$ cat config.mk
export PLATFORM = sky130hd
export DESIGN_NAME = crmsd_back_flat
export DESIGN_NICKNAME = d
export VERILOG_FILES = /design/src/sv/crmsd_pkg.sv /design/src/sv/crmsd_ifs.sv /design/src/sv/crmsd_back.sv /design/src/flat_wrapper.sv
export VERILOG_INCLUDE_DIRS = /design/src /design/src/sv
export SDC_FILE = /design/constraint.sdc
export NUM_CORES = 1
export LEC_CHECK = 0
export ABC_AREA = 0
export BUFFER_PORTS_ARGS = -buffer_cell sky130_fd_sc_hd__buf_2
export CORE_MARGIN = 4
export CORE_UTILIZATION = 60
export DETAILED_ROUTE_END_ITERATION = 8
export PLACE_DENSITY = 0.93
export SLEW_MARGIN = 40
export SYNTH_ARGS = -nofsm -noshare
export SYNTH_HDL_FRONTEND = slang
export SYNTH_SLANG_ARGS = --single-unit
$ cat constraint.sdc
create_clock -name i_clk -period 7.1 [get_ports i_clk]
set_clock_uncertainty 0.15 [all_clocks]
set_input_delay 1.42 -clock i_clk [delete_from_list [all_inputs] [get_ports i_clk]]
set_output_delay 1.42 -clock i_clk [all_outputs]
set_load 0.05 [all_outputs]
$ cat src/sv/assert_macros.svh
// Assertion macros shared by the RTL modules of the RMSD accumulator.
// Included by crmsd_front.sv and crmsd_back.sv; no other dependencies.
`ifndef ASSERT_MACROS_SVH
`define ASSERT_MACROS_SVH

`ifndef SYNTHESIS

// prop must hold at every clock edge out of reset
`define ASSERT_PROP(label, clk, rst_n, prop) \
    label: assert property (@(posedge clk) disable iff (!rst_n) (prop)) \
        else $error("assertion failed: property does not hold");

// cond must never be true out of reset
`define ASSERT_NEVER(label, clk, rst_n, cond) \
    label: assert property (@(posedge clk) disable iff (!rst_n) !(cond)) \
        else $error("assertion failed: forbidden condition seen");

`else

`define ASSERT_PROP(label, clk, rst_n, prop)
`define ASSERT_NEVER(label, clk, rst_n, cond)

`endif

`endif

$ cat src/sv/crmsd_pkg.sv
// Package of the coordinate RMSD accumulator: widths, codes, run record type.
// No dependencies; used by every other file of the block but assert_macros.svh.
`default_nettype none

package crmsd_pkg;

    // field widths
    localparam int COORD_W = 25;
    localparam int RMS_W   = 26;
    localparam int CNT_W   = 13;
    localparam int STAT_W  = 2;
    localparam int SUM_W   = 64;

    // derived arithmetic widths
    localparam int MAG_W   = COORD_W;          // |difference| of two coordinates
    localparam int SQ_W    = 2 * MAG_W;        // one squared difference
    localparam int SQS_W   = SQ_W + 2;         // sum of three squares
    localparam int ROOT_W  = SUM_W / 2;
    localparam int SREM_W  = ROOT_W + 3;
    localparam int STEP_W  = $clog2(SUM_W);
    localparam int DIV_LAST  = SUM_W - 1;
    localparam int SQRT_LAST = ROOT_W - 1;

    // gap mark in query x: 10000 angstrom in thousandths
    localparam logic signed [COORD_W-1:0] GAP_MARK = 25'sd10000000;

    // status codes
    localparam logic [STAT_W-1:0] ST_OK    = 2'd0;
    localparam logic [STAT_W-1:0] ST_EMPTY = 2'd1;
    localparam logic [STAT_W-1:0] ST_LONG  = 2'd2;

    // queue between front and back
    localparam int Q_DEPTH = 2;
    localparam int Q_AW    = $clog2(Q_DEPTH);

    // summary of one finished run
    typedef struct packed {
        logic [SUM_W-1:0] sum;
        logic [CNT_W-1:0] count;
        logic             too_long;
    } t_run;

endpackage

`default_nettype wire

$ cat src/sv/crmsd_ifs.sv
// Valid/ready channel interfaces for the coordinate pair input and the result output.
// Depends on crmsd_pkg for field widths.
`default_nettype none


interface crmsd_out_if;
    logic                              valid;
    logic                              ready;
    logic [crmsd_pkg::RMS_W-1:0]       rms_deviation;
    logic [crmsd_pkg::CNT_W-1:0]       pairs_used;
    logic [crmsd_pkg::STAT_W-1:0]      status;

    modport source (output valid, rms_deviation, pairs_used, status, input ready);
    modport sink   (input valid, rms_deviation, pairs_used, status, output ready);
endinterface

`default_nettype wire

$ cat src/sv/crmsd_back.sv
// Back part: divides the run sum by the count, takes the integer square root,
// and holds the result in the output register. Depends on crmsd_pkg, crmsd_ifs.sv.
`default_nettype none
`include "assert_macros.svh"

module crmsd_back (
    input  logic              i_clk,
    input  logic              i_rst_n,
    input  logic              i_q_valid,
    input  crmsd_pkg::t_run   i_rec,
    output logic              o_pop,
    crmsd_out_if.source       o_out
);
    import crmsd_pkg::*;

    typedef enum logic [3:0] {
        S_IDLE  = 4'b0001,
        S_DIV   = 4'b0010,
        S_SQRT  = 4'b0100,
        S_WRITE = 4'b1000
    } t_state;

    t_state            r_state;
    logic [STEP_W-1:0] r_step;
    logic [SUM_W-1:0]  r_q;       // dividend, then quotient, then shifted radicand
    logic [CNT_W-1:0]  r_rem;
    logic [CNT_W-1:0]  r_div;
    logic [ROOT_W-1:0] r_root;
    logic [SREM_W-1:0] r_srem;
    logic [RMS_W-1:0]  r_res;
    logic [CNT_W-1:0]  r_pairs;
    logic [STAT_W-1:0] r_stat;

    logic              r_out_valid;
    logic [RMS_W-1:0]  r_o_rms;
    logic [CNT_W-1:0]  r_o_pairs;
    logic [STAT_W-1:0] r_o_stat;

    logic              w_load;

    // restoring divide step: one quotient bit
    logic [CNT_W:0]    w_rem_sh;
    logic              w_dge;
    // square root step: one root bit from two radicand bits
    logic [SREM_W-1:0] w_srem_sh;
    logic [SREM_W-1:0] w_trial;
    logic              w_sge;
    logic [ROOT_W-1:0] w_root_nx;

    assign w_rem_sh  = {r_rem, r_q[SUM_W-1]};
    assign w_dge     = (w_rem_sh >= {1'b0, r_div});
    assign w_srem_sh = {r_srem[SREM_W-3:0], r_q[SUM_W-1:SUM_W-2]};
    assign w_trial   = SREM_W'({r_root, 2'b01});
    assign w_sge     = (w_srem_sh >= w_trial);
    assign w_root_nx = {r_root[ROOT_W-2:0], w_sge};

    assign o_pop  = (r_state == S_IDLE) && i_q_valid;
    assign w_load = (r_state == S_WRITE) && (!r_out_valid || o_out.ready);

    // sequencer
    always_ff @(posedge i_clk) begin
        if (!i_rst_n) begin
            r_state <= S_IDLE;
            r_step  <= '0;
        end else begin
            case (r_state)
                S_IDLE: begin
                    if (i_q_valid) begin
                        r_step  <= '0;
                        r_state <= (i_rec.count == '0) ? S_WRITE : S_DIV;
                    end
                end
                S_DIV: begin
                    r_step <= r_step + 1'b1;
                    if (r_step == STEP_W'(DIV_LAST)) begin
                        r_step  <= '0;
                        r_state <= S_SQRT;
                    end
                end
                S_SQRT: begin
                    r_step <= r_step + 1'b1;
                    if (r_step == STEP_W'(SQRT_LAST)) begin
                        r_state <= S_WRITE;
                    end
                end
                S_WRITE: begin
                    if (w_load) begin
                        r_state <= S_IDLE;
                    end
                end
                default: r_state <= S_IDLE;
            endcase
        end
    end

    // datapath
    always_ff @(posedge i_clk) begin
        case (r_state)
            S_IDLE: begin
                r_q     <= i_rec.sum;
                r_rem   <= '0;
                r_div   <= i_rec.count;
                r_pairs <= i_rec.count;
                r_res   <= '0;
                if (i_rec.count == '0) begin
                    r_stat <= ST_EMPTY;
                end else begin
                    r_stat <= i_rec.too_long ? ST_LONG : ST_OK;
                end
            end
            S_DIV: begin
                r_rem  <= w_dge ? CNT_W'(w_rem_sh - {1'b0, r_div}) : w_rem_sh[CNT_W-1:0];
                r_q    <= {r_q[SUM_W-2:0], w_dge};
                r_root <= '0;
                r_srem <= '0;
            end
            S_SQRT: begin
                r_srem <= w_sge ? w_srem_sh - w_trial : w_srem_sh;
                r_root <= w_root_nx;
                r_q    <= {r_q[SUM_W-3:0], 2'b00};
                r_res  <= w_root_nx[RMS_W-1:0];
            end
            default: begin
                r_q <= r_q;
            end
        endcase
    end

    // output register
    always_ff @(posedge i_clk) begin
        if (!i_rst_n) begin
            r_out_valid <= 1'b0;
        end else if (w_load) begin
            r_out_valid <= 1'b1;
        end else if (o_out.ready) begin
            r_out_valid <= 1'b0;
        end
    end

    always_ff @(posedge i_clk) begin
        if (w_load) begin
            r_o_rms   <= r_res;
            r_o_pairs <= r_pairs;
            r_o_stat  <= r_stat;
        end
    end

    assign o_out.valid         = r_out_valid;
    assign o_out.rms_deviation = r_o_rms;
    assign o_out.pairs_used    = r_o_pairs;
    assign o_out.status        = r_o_stat;

    `ASSERT_PROP(a_rem_below_div, i_clk, i_rst_n, (r_state == S_DIV) |-> (r_rem < r_div))
    `ASSERT_PROP(a_pop_idle, i_clk, i_rst_n, o_pop |=> (r_state != S_IDLE))
    `ASSERT_PROP(a_empty_zero, i_clk, i_rst_n, (r_out_valid && r_o_stat == ST_EMPTY) |-> (r_o_pairs == '0 && r_o_rms == '0))

endmodule

`default_nettype wire

$ cat src/flat_wrapper.sv
// flat-port wrapper written by rule: the top's interface ports become plain ports
module crmsd_back_flat import crmsd_pkg::*;
  (i_clk, i_rst_n, i_q_valid, i_rec, o_pop, o_out_valid, o_out_rms_deviation, o_out_pairs_used, o_out_status, o_out_ready);
  crmsd_out_if o_out_i ();
  input  logic i_clk;
  input  logic i_rst_n;
  input  logic i_q_valid;
  input  crmsd_pkg::t_run i_rec;
  output logic o_pop;
  output wire logic [$bits(o_out_i.valid)-1:0] o_out_valid;
  output wire logic [$bits(o_out_i.rms_deviation)-1:0] o_out_rms_deviation;
  output wire logic [$bits(o_out_i.pairs_used)-1:0] o_out_pairs_used;
  output wire logic [$bits(o_out_i.status)-1:0] o_out_status;
  input wire logic [$bits(o_out_i.ready)-1:0] o_out_ready;
  assign o_out_valid = o_out_i.valid;
  assign o_out_rms_deviation = o_out_i.rms_deviation;
  assign o_out_pairs_used = o_out_i.pairs_used;
  assign o_out_status = o_out_i.status;
  assign o_out_i.ready = o_out_ready;
  crmsd_back u_core (.i_clk(i_clk), .i_rst_n(i_rst_n), .i_q_valid(i_q_valid), .i_rec(i_rec), .o_pop(o_pop), .o_out(o_out_i));
endmodule
==> metrics.csv, run 1 <==
stage;metric;value;unit
floorplan;start_util;0.611;
timing;slew_headroom;0.412;
power;p_leak;5.47;nW
clock_network;cts_max_level;1;
synthesis;synth_top_family_by_area;compound AO/OA/AOI/OAI gates;
grt;antenna_found_initial;2;
power;power_frac_seq;0.428;
synthesis;synth_xor_area_frac;0.0287;
grt;grt-ovfl-total;0;
critical_path;endpoint_kind;primary output;
floorplan;core;19500;um2
grt;grt_pass1_vias;8557;
synthesis;synth_area_per_cell;11.2;um2
placed_design;portBuffers;124;
final_layout;drive_above_1_share;0.168;
run;drv_cap;0;
power;switchingPower;1.94;mW
routing;drt_iter0_markers;681;
clock_network;postCtsSetupRepairBufs;0;
timing;whs;0.266;ns
placed_design;place_hpwl;16700;um
critical_path;cp_max_fo;17;
clock_network;cts_buffer_depth;3;
synthesis;yosys.area_share.simple;0.130;
timing;setup_violations;0;
synthesis;synthesis.nets;1194;
critical_path;worstPathRequired;5.53;ns
timing;setup_tns;0;ns
worst_hold_path;min-delay-path-class;reg2reg;
critical_path;crit_type;reg2out;
routing;vias;8828;
final_layout;final_cell_area;13600;um2
routing;viasPerCell;6.06;
synthesis;yosys.cell_types.count;76;
synthesis;syn_area;11900;um2
final_layout;fin_cells;1457;
synthesis;yosysWarnings;0;
grt;grt_pass1_wl;41100;um
critical_path;cp_slowest_cell;or4b_2;
critical_path;path_delay_family;simple AND/OR/NAND/NOR gates;
routing;ant_nets;0;
clock_network;holdBufCountCts;0;
critical_path;crit_chain;or4b_2, inv_1, and2_1, buf_2;
timing;grt_setup_unrepaired;false;
grt;grt_usage;0.224;
power;power.density;409;nW/um2
timing;slew_violations;0;
clock_network;numCtsBuffers;24;
placed_design;placed_cells;1413;
floorplan;row_count;51;
floorplan;io_pins;125;
final_layout;syn_to_final_growth;14.1;%
critical_path;startpoint_type;flop;
power;combPwrFrac;0.339;
placed_design;gp_congestion;0.922;
placed_design;place_area;12700;um2
status;status;finished clean;
clock_network;ctsRootBufferMaster;clkbuf_16;
synthesis;synth_seq_cells;235;
clock_network;worstSkewPairLatency;0.54;ns
routing;drc;0;
critical_path;cp-startpoint;u_core.r_state[0]$_SDFFE_PN1P_;
synthesis;synthTopCellsByArea;edfxtp_1 57%, nand2_1 5.2%, ha_1 5.1%;
clock_network;clk_pin_slew;0.06;ns
synthesis;postSynth.asyncResetShare;0;
synthesis;synth_edf_count;224;
power;clock_power_share;0.233;
timing;worstMarginPinSlew;0.859;ns
synthesis;synth-adder-area-share;0.0522;
critical_path;regToRegStartpoint;u_core.r_srem[6]$_SDFFCE_PP0N_;
clock_network;cts_tree;built;
synthesis;synth_mux_area_frac;0.0112;
clock_network;cts.sinks;235;
critical_path;critical_path.n_buffers_inverters;2;
floorplan;die_w;149;um
synthesis;synth_cells;1063;
timing;final_hold_viol_count;0;
final_layout;diodes;0;
power;p_total;5.55;mW
routing;first_pass_iters;9;
critical_path;cpPeakStageDelay;0.76;ns
floorplan;fp.dieH;149;um
synthesis;synth-main-ff-cell;edfxtp_1;
final_layout;seq_area;6950;um2
grt;grt_max_degree;72;
synthesis;synth_top_area_cell;edfxtp_1;
power;p_int;3.61;mW
clock_network;ctsResizeCount;0;
floorplan;die_area;22100;um2
timing;min_period;4.31;ns
synthesis;synth_compound_area_frac;0.156;
routing;routed_wl;25500;um
final_layout;fill_cells;1325;
synthesis;synth.most_common_cell;edfxtp_1;
final_layout;nNetsFinal;1305;
timing;fin_crit_sh;0.607;
synthesis;synthTopCellsByCount;224 x edfxtp_1, 165 x nand2_1, 76 x nor2_1;
power;ir_drop;0.245;mV
synthesis;synth_top_area_frac;0.566;
power;switching_share;0.350;
routing;wl_per_cell;17.5;um
timing;max_freq;232;MHz
final_layout;multiInputGateArea;4550;um2
worst_hold_path;worstHoldStart;u_core.r_res[17]$_SDFFCE_PP0P_;
synthesis;seq_area_frac_synth;0.584;
critical_path;arrival;2.74;ns
-- through the flow --
step	util	worst slack, ns
after floorplan	-	3.18
after global placement	0.655	3.43
after detailed placement	0.655	3.34
after CTS	0.697	2.76
after global routing	0.697	2.67
final	0.697	2.79
-- flip-flops by register name, summed over array words and instances (netlist names) --
| name | cells |
|---|---|
| u_core.o_out.status | 2 |
| u_core.r_res | 26 |
| u_core.r_q | 64 |
| u_core.r_step | 6 |
| u_core.r_state | 4 |
| u_core.r_stat | 2 |
| u_core.o_out.pairs_used | 13 |
| u_core.r_rem | 13 |
| u_core.r_srem | 33 |
| u_core.o_out.valid | 1 |
| u_core.r_root | 32 |
| u_core.r_pairs | 13 |
| u_core.o_out.rms_deviation | 26 |
-- layout make-up --
| class | count | share of cell area |
|---|---|---|
| clock buffers | 27 | 0.0451 |
| multi-input cells | 718 | 0.335 |
| well taps | 265 | 0.0244 |
| clock inverters | 17 | 0.0148 |
| inverters | 61 | 0.0169 |
| flip-flops and latches | 235 | 0.512 |
| repair buffers | 134 | 0.0515 |
-- worst register-to-register path: cells and delay by family, from the launching register on --
kind            cells  cell delay (ns)
compound gates      7             2.19
flops               1             0.40
fa+ha+maj           1             0.40
simple gates        1             0.36
-- placed cells by master, fill, tap and decap left out, types with 9 or more instances in the layout --
cell and n:
a22oi_1 61, xor2_1 13, o21ai_1 23, inv_1 59, buf_4 9, nor2b_1 9, edfxtp_1 224, nor3_1 17
nand4_1 10, nor2_1 75, xnor2_1 26, o21ai_0 23, a211oi_1 9, ha_1 48, nand3_1 31, buf_2 124
a21oi_1 63, dfxtp_1 11, clkbuf_16 24, a21o_1 13, o21a_1 10, mux2i_1 11, nand2_1 164
-- power groups by stage --
stage | Clock, mW | Combinational (mW) | Sequential (mW)
finish | 1.29 | 1.88 | 2.38
global route | 1.38 | 2.06 | 2.42
CTS | 1.31 | 1.86 | 2.37
detailed placement | 0 | 1.84 | 2.39
global placement | 0 | 1.76 | 2.36
floorplan | 0 | 1.43 | 2.33
-- path summary, 6_finish.rpt --
kind | end | slack, ns | cells past startpoint
setup / recovery | o_pop | 2.79 | 4
hold / removal | u_core.o_out.rms_deviation[17]$_DFFE_PP_ | 0.27 | 0
setup reg to reg | u_core.r_srem[29]$_SDFFCE_PP0N_ | 3.37 | 9
hold reg to reg | u_core.o_out.rms_deviation[17]$_DFFE_PP_ | 0.27 | 0
-- cell families (layout without fill, tap and decap cells) --
| family | after synthesis | count (layout) |
|---|---|---|
| AOI/OAI and AO/OA | 269 | 269 |
| xor gates and xnor gates | 39 | 39 |
| adders and majority gates | 49 | 49 |
| buffers and inverters | 110 | 239 |
| DFF | 235 | 235 |
| muxes | 13 | 13 |
| and+or+nand+nor | 348 | 348 |
-- per-layer routing --
| layer | up-vias | global-route usage | wire length, um |
|---|---|---|---|
| li1 | 4158 | - | - |
| met1 | 4168 | 0.302 | 10400 |
| met2 | 409 | 0.367 | 12100 |
| met3 | 89 | 0.0374 | 1910 |
| met4 | 4 | 0.0915 | 975 |
| met5 | - | 0 | 25 |
(Power assumes the default switching activity.)
==> inputs of run 2 (changes only) <==
--- a/config.mk
+++ b/config.mk
@@ -9,9 +9,9 @@
 export ABC_AREA = 0
 export BUFFER_PORTS_ARGS = -buffer_cell sky130_fd_sc_hd__buf_2
 export CORE_MARGIN = 4
-export CORE_UTILIZATION = 60
+export CORE_UTILIZATION = 59
 export DETAILED_ROUTE_END_ITERATION = 8
-export PLACE_DENSITY = 0.93
+export PLACE_DENSITY = 0.92
 export SLEW_MARGIN = 40
 export SYNTH_ARGS = -nofsm -noshare
 export SYNTH_HDL_FRONTEND = slang
==> constraint.sdc (replaced) <==
create_clock -name i_clk -period 4.5 [get_ports i_clk]
set_clock_uncertainty 0.15 [all_clocks]
set_input_delay 0.9 -clock i_clk [delete_from_list [all_inputs] [get_ports i_clk]]
set_output_delay 0.9 -clock i_clk [all_outputs]
set_load 0.05 [all_outputs]
==> run 2 against run 1 <==
  * Routed wire length grew 0.77%
  * Combinational power rose by 60%
  * Count of clock-buffer cells in the layout up 2
  * Non-clock buffer count increased by 3
  * Sequential cell count unchanged
  * Power is 60% higher
  * Register-to-register slack worse by 2.3 ns
  * Core utilization fell by 0.30 points
  * Clock power is 67% higher
  * Sequential share of layout area fell by 0.28 points
  * Via count is essentially flat
  * Global-route usage up 0.22 points
  * Largest cell class unchanged
  * Largest power group unchanged
==> metrics.csv, run 2 (same netlist as run 1, synthesis figures left out) <==
stage;metric;value;unit;change
timing;fin_crit_sh;0.792;;
clock_network;cts_max_level;1;;unchanged
power;ir_drop;0.463;mV;+89%
clock_network;cts_tree;built;;
timing;setup_tns;0;ns;unchanged
placed_design;gp_congestion;0.903;;-2.1%
critical_path;r2r_slack;1.04;ns;-2.33 ns
critical_path;critical_path.n_buffers_inverters;3;;+1
critical_path;cp_slowest_cell;or4b_2;;
worst_hold_path;whs_endpoint;u_core.o_out.rms_deviation[17]$_DFFE_PP_;;
power;power_frac_seq;0.420;;-0.008
critical_path;crit_chain;or4b_2, inv_1, buf_4, and2_1, buf_2;;
clock_network;ctsRootBufferMaster;clkbuf_16;;
run;drv_cap;0;;unchanged
routing;routed_wl;25700;um;+0.77%
timing;worstMarginPinSlew;0.790;ns;-0.0692 ns
grt;grt-ovfl-total;0;;unchanged
clock_network;clk_pin_slew;0.06;ns;about the same
routing;drc;0;;unchanged
final_layout;drive_above_1_share;0.171;;+0.00362
timing;min_period;3.57;ns;
grt;grt_pass1_wl;41800;um;+1.8%
final_layout;diodes;0;;unchanged
final_layout;fin_cells;1461;;+0.27%
final_layout;final_cell_mix;224 x edfxtp_1, 164 x nand2_1, 124 x buf_2, 75 x nor2_1, 63 x a21oi_1;;
timing;slew_violations;0;;unchanged
final_layout;final_common_cell;edfxtp_1;;
timing;slew_headroom;0.471;;+0.0591
placed_design;place_hpwl;17000;um;+2.2%
final_layout;seq_area;6950;um2;unchanged
critical_path;crit_type;reg2out;;
critical_path;path_delay_family;simple AND/OR/NAND/NOR gates;;
clock_network;cts_buffer_depth;3;;unchanged
floorplan;io_pins;125;;unchanged
final_layout;multiInputGateArea;4550;um2;unchanged
clock_network;worstSkewPairLatency;0.54;ns;about the same
critical_path;startpoint_type;flop;;
critical_path;cpPeakStageDelay;0.84;ns;+0.08 ns
critical_path;arrival;2.52;ns;-0.22 ns
floorplan;die_area;22500;um2;+1.6%
critical_path;r2r_end;u_core.r_srem[29]$_SDFFCE_PP0N_;;
final_layout;largest_reg_flops;64;;unchanged
worst_hold_path;holdPathStages;0;;unchanged
floorplan;row_count;51;;unchanged
final_layout;top_regs;u_core.r_q x64, u_core.r_srem x33, u_core.r_root x32;;
clock_network;ctsResizeCount;0;;unchanged
power;p_leak;5.52;nW;+0.99%
power;combPwrFrac;0.337;;-0.002
floorplan;fp.dieH;150;um;+0.80%
placed_design;placed_cells;1416;;+0.21%
grt;grt_usage;0.227;;+0.00222
critical_path;rr_worst_depth;9;;unchanged
timing;whs;0.266;ns;-0.000238 ns
final_layout;syn_to_final_growth;14.8;%;
power;p_int;5.81;mW;+61%
routing;drt_iter0_markers;894;;+31%
timing;final_hold_viol_count;0;;unchanged
power;switchingPower;3.08;mW;+59%
critical_path;cp_max_fo;17;;unchanged
routing;wl_per_cell;17.6;um;+0.49%
floorplan;die_w;150;um;+0.80%
critical_path;endpoint_kind;primary output;;
timing;max_freq;280;MHz;
power;switching_share;0.347;;-0.00290
critical_path;worstPathRequired;3.45;ns;-2.08 ns
floorplan;core;19700;um2;+0.98%
placed_design;portBuffers;124;;unchanged
critical_path;regToRegStartpoint;u_core.r_srem[6]$_SDFFCE_PP0N_;;
power;power.density;651;nW/um2;+59%
clock_network;numCtsBuffers;25;;+4.2%
clock_network;holdBufCountCts;0;;unchanged
timing;setup_violations;0;;unchanged
grt;grt_max_degree;71;;-1.4%
final_layout;fill_cells;1398;;+5.5%
routing;vias;8832;;+0.045%
timing;grt_setup_unrepaired;false;;
worst_hold_path;min-delay-path-class;reg2reg;;
routing;first_pass_iters;5;;-4
clock_network;cts.sinks;235;;unchanged
grt;grt_pass1_vias;8729;;+2.0%
clock_network;postCtsSetupRepairBufs;0;;unchanged
routing;ant_nets;0;;unchanged
power;clock_power_share;0.243;;+0.010
final_layout;largest-register;u_core.r_q;;
final_layout;nNetsFinal;1309;;+0.31%
worst_hold_path;worstHoldStart;u_core.r_res[17]$_SDFFCE_PP0P_;;
floorplan;start_util;0.605;;-0.00595
status;status;finished clean;;
grt;antenna_found_initial;2;;unchanged
routing;viasPerCell;6.05;;-0.23%
## run 2: cell count changes in the layout (fill, tap and decap cells not counted), moves of 2 or more
cell	change
clkinv_2	+4
buf_4	+3
clkinvlp_4	-3
clkinv_1	-2
## run 2: worst max-delay path by stage
stage	from	end	slack (ns)	cells past startpoint
floorplan	u_core.r_state[3]$_SDFFE_PN0P_	u_core.r_q[0]$_DFFE_PN_	1.05	5
global placement	u_core.r_srem[6]$_SDFFCE_PP0N_	u_core.r_srem[29]$_SDFFCE_PP0N_	1.28	9
detailed placement	u_core.r_srem[6]$_SDFFCE_PP0N_	u_core.r_srem[29]$_SDFFCE_PP0N_	1.13	9
CTS	u_core.r_state[0]$_SDFFE_PN1P_	o_pop	0.92	5
global route	u_core.r_state[0]$_SDFFE_PN1P_	o_pop	0.83	5
finish	u_core.r_state[3]$_SDFFE_PN0P_	o_pop	0.93	5
## run 2: power groups by stage
stage               sequential (mW)  clock, mW  combinational (mW)
floorplan                      3.68          0                2.26
global placement               3.73          0                2.82
detailed placement             3.76          0                2.95
CTS                            3.73       2.18                2.98
global route                   3.80       2.29                3.31
finish                         3.73       2.16                3.00
## run 2: routing by layer
metal  part of all wire  wire length (um)  global-route usage
met1               0.42             10700               0.312
met2               0.47             12200               0.366
met3              0.087              2230              0.0442
met4              0.023               580              0.0723
met5            0.00086                22                   0
## run 2: cell type report
type / count / share of cell area
inverters: 61 / 0.0168
multi-input cells: 718 / 0.333
well taps: 265 / 0.0243
repair buffers: 137 / 0.0535
flip-flops and latches: 235 / 0.509
clock inverters: 16 / 0.0159
clock buffers: 29 / 0.0469
## run 2: stage by stage
| stage | setup slack [ns] | total power, mW | util | area, um2 |
|---|---|---|---|---|
| final | 0.934 | 8.89 | 0.694 | 13600 |
| after global routing | 0.831 | 9.40 | 0.694 | 13600 |
| after CTS | 0.923 | 8.89 | 0.694 | 13600 |
| after detailed placement | 1.13 | 6.71 | 0.651 | 12800 |
| after global placement | 1.28 | 6.55 | 0.650 | 12800 |
| after floorplan | 1.05 | 5.94 | - | 11900 |
==> inputs of run 3 (changes only) <==
--- a/config.mk
+++ b/config.mk
@@ -6,12 +6,12 @@
 export SDC_FILE = /design/constraint.sdc
 export NUM_CORES = 1
 export LEC_CHECK = 0
-export ABC_AREA = 0
+export ABC_AREA = 1
 export BUFFER_PORTS_ARGS = -buffer_cell sky130_fd_sc_hd__buf_2
 export CORE_MARGIN = 4
-export CORE_UTILIZATION = 59
+export CORE_UTILIZATION = 60
 export DETAILED_ROUTE_END_ITERATION = 8
-export PLACE_DENSITY = 0.92
+export PLACE_DENSITY = 0.93
 export SLEW_MARGIN = 40
 export SYNTH_ARGS = -nofsm -noshare
 export SYNTH_HDL_FRONTEND = slang
==> constraint.sdc (replaced) <==
create_clock -name i_clk -period 3.7 [get_ports i_clk]
set_clock_uncertainty 0.15 [all_clocks]
set_input_delay 0.74 -clock i_clk [delete_from_list [all_inputs] [get_ports i_clk]]
set_output_delay 0.74 -clock i_clk [all_outputs]
set_load 0.05 [all_outputs]
==> run 3 against run 2 <==
  * Count of clock-buffer cells in the layout fell by 2
  * Synthesized cell count rose by 43%
  * Sequential power rose by 23%
  * Critical endpoint is now u_core.r_rem[10]$_SDFFCE_PN0P_
  * Combinational power rose by 47%
  * Highest routed layer is now met4
  * Cell count rose by 32%
  * Register-to-register slack got worse by 0.32 ns
  * Routed wire length rose by 14%
  * First-iteration DRC count rose by 0.56%
  * Core utilization fell by 0.18 points
==> metrics.csv, run 3 <==
stage;metric;value;unit;change
synthesis;yosysWarnings;0;;unchanged
routing;ant_nets;0;;unchanged
floorplan;start_util;0.616;;+0.0107
critical_path;cpPeakStageDelay;0.44;ns;-0.40 ns
routing;wl_per_cell;15.1;um;-14%
timing;final_hold_viol_count;0;;unchanged
grt;grt_usage;0.241;;+0.0143
clock_network;cts_buffer_depth;3;;unchanged
clock_network;cts_max_level;1;;unchanged
synthesis;synthesis.nets;1650;;+38%
worst_hold_path;worstHoldStart;i_rec[12];;
synthesis;synthTopCellsByCount;440 x nand2_1, 300 x inv_1, 224 x edfxtp_1;;
synthesis;synth_top_area_cell;edfxtp_1;;
placed_design;gp_congestion;0.962;;+6.5%
final_layout;drive_above_1_share;0.121;;-0.0502
synthesis;synth-main-ff-cell;edfxtp_1;;
power;ir_drop;0.616;mV;+33%
final_layout;diodes;0;;unchanged
final_layout;final_cell_mix;440 x nand2_1, 298 x inv_1, 224 x edfxtp_1, 181 x nor2_1, 124 x buf_2;;
critical_path;worstPathRequired;3.84;ns;+0.39 ns
grt;grt_pass1_vias;10200;;+17%
critical_path;rr_worst_depth;11;;+2
critical_path;cp_max_fo;26;;+9
clock_network;cts.sinks;235;;unchanged
floorplan;die_w;156;um;+3.7%
clock_network;ctsResizeCount;0;;unchanged
synthesis;synth_cells;1519;;+43%
synthesis;synth_area_per_cell;8.60;um2;-23%
status;status;finished clean;;
clock_network;holdBufCountCts;0;;unchanged
floorplan;row_count;53;;+3.9%
placed_design;place_hpwl;21300;um;+25%
final_layout;final_cell_area;14700;um2;+7.7%
synthesis;postSynth.asyncResetShare;0;;unchanged
placed_design;portBuffers;124;;unchanged
floorplan;fp.dieH;156;um;+3.7%
clock_network;worstSkewPairLatency;0.54;ns;about the same
routing;vias;10300;;+16%
timing;slew_violations;0;;unchanged
routing;first_pass_iters;5;;unchanged
final_layout;fill_cells;1671;;+20%
timing;setup_tns;0;ns;unchanged
synthesis;syn_area;13100;um2;+9.9%
critical_path;path_delay_family;simple AND/OR/NAND/NOR gates;;
grt;antenna_found_initial;0;;-2
critical_path;arrival;3.12;ns;+0.60 ns
critical_path;startpoint_type;flop;;
floorplan;die_area;24200;um2;+7.6%
routing;routed_wl;29300;um;+14%
grt;grt_max_degree;99;;+39%
worst_hold_path;min-delay-path-class;in2reg;;
critical_path;path_depth;11;;+6
final_layout;largest-register;u_core.r_q;;
placed_design;place_area;13900;um2;+9.0%
critical_path;crit_type;reg2reg;;
final_layout;syn_to_final_growth;12.5;%;
clock_network;cts_tree;built;;
grt;grt-ovfl-total;0;;unchanged
synthesis;synth_top_area_frac;0.515;;-0.0509
timing;slew_headroom;0.481;;+0.00974
routing;drt_iter0_markers;899;;+0.56%
routing;viasPerCell;5.31;;-12%
critical_path;cp-startpoint;u_core.r_q[63]$_DFFE_PN_;;
critical_path;endpoint_kind;flop;;
routing;drc;0;;unchanged
run;drv_cap;0;;unchanged
synthesis;synthTopCellsByArea;edfxtp_1 51%, nand2_1 13%, inv_1 8.6%;;
grt;grt_pass1_wl;48300;um;+15%
final_layout;nNetsFinal;1773;;+35%
floorplan;io_pins;125;;unchanged
power;p_leak;7.13;nW;+29%
timing;setup_violations;0;;unchanged
final_layout;final_common_cell;nand2_1;;
critical_path;crit_chain;inv_1, ha_1, fa_1, o21ai_2, nand2_1, nand2_1, nand3b_1, nand3_2, inv_1, nor2_1, nor2_1;;
synthesis;yosys.cell_types.count;41;;-46%
critical_path;regToRegStartpoint;u_core.r_q[63]$_DFFE_PN_;;
power;power.density;769;nW/um2;+18%
clock_network;numCtsBuffers;24;;-4.0%
final_layout;final_core_util;0.693;;-0.00178
timing;min_period;2.98;ns;
synthesis;synth_edf_count;224;;unchanged
timing;max_freq;336;MHz;
timing;grt_setup_unrepaired;false;;
clock_network;clk_pin_slew;0.06;ns;about the same
critical_path;cp_slowest_cell;fa_1;;
clock_network;ctsRootBufferMaster;clkbuf_16;;
timing;fin_crit_sh;0.805;;
clock_network;postCtsSetupRepairBufs;0;;unchanged
synthesis;seq_area_frac_synth;0.532;;-0.0525
timing;worstMarginPinSlew;0.776;ns;-0.0143 ns
final_layout;top_regs;u_core.r_q x64, u_core.r_srem x33, u_core.r_root x32;;
synthesis;synth_seq_cells;235;;unchanged
critical_path;critical_path.n_buffers_inverters;2;;-1
floorplan;core;21200;um2;+8.0%
final_layout;largest_reg_flops;64;;unchanged
synthesis;synth.most_common_cell;nand2_1;;
timing;whs;0.235;ns;-0.0303 ns
worst_hold_path;holdPathStages;1;;+1
## run 3: through the flow
| step | setup WS (ns) | std cells | power [mW] |
|---|---|---|---|
| 2_1_floorplan | 0.548 | 1519 | 7.84 |
| 3_3_place_gp | 0.792 | 1891 | 8.82 |
| 3_5_place_dp | 0.730 | 1891 | 9.02 |
| 4_1_cts | 0.722 | 1934 | 11.3 |
| 5_1_grt | 0.596 | 1934 | 12.1 |
| 6_report | 0.721 | 1934 | 11.3 |
## run 3: layout make-up
class	instances	area (um2)	area share
Inverter	311	1170	0.0794
Tap cell	275	344	0.0234
Multi-Input combinational cell	935	4760	0.324
Clock inverter	16	133	0.00903
Clock buffer	27	612	0.0416
Timing Repair Buffer	135	732	0.0498
Sequential cell	235	6950	0.473
## run 3: final timing paths
| path | end | slack (ns) |
|---|---|---|
| hold reg to reg | u_core.o_out.rms_deviation[6]$_DFFE_PP_ | 0.27 |
| setup / recovery | u_core.r_rem[10]$_SDFFCE_PN0P_ | 0.72 |
| hold / removal | u_core.r_pairs[11]$_DFFE_PP_ | 0.24 |
| setup reg to reg | u_core.r_rem[10]$_SDFFCE_PN0P_ | 0.72 |
## run 3: logic make-up after synthesis
logic type | Yosys count | synth area share
DFF | 235 | 0.532
xor gates and xnor gates | 28 | 0.0188
AOI/OAI and AO/OA | 127 | 0.0677
buffers and inverters | 349 | 0.105
and+or+nand+nor | 731 | 0.229
adders and majority gates | 49 | 0.0475
## run 3: power breakdown
| group | switching [mW] | total, mW | internal (mW) |
|---|---|---|---|
| logic | 3.12 | 4.41 | 1.29 |
| clock network | 1.02 | 2.29 | 1.27 |
| registers | 0.332 | 4.59 | 4.26 |
## run 3: layer usage
layer | vias to the layer above | wire (um) | global-route usage
li1 | 5141 | - | -
met1 | 4686 | 12500 | 0.326
met2 | 382 | 14000 | 0.409
met3 | 54 | 2140 | 0.0397
met4 | 0 | 589 | 0.0621
met5 | - | 0 | 0
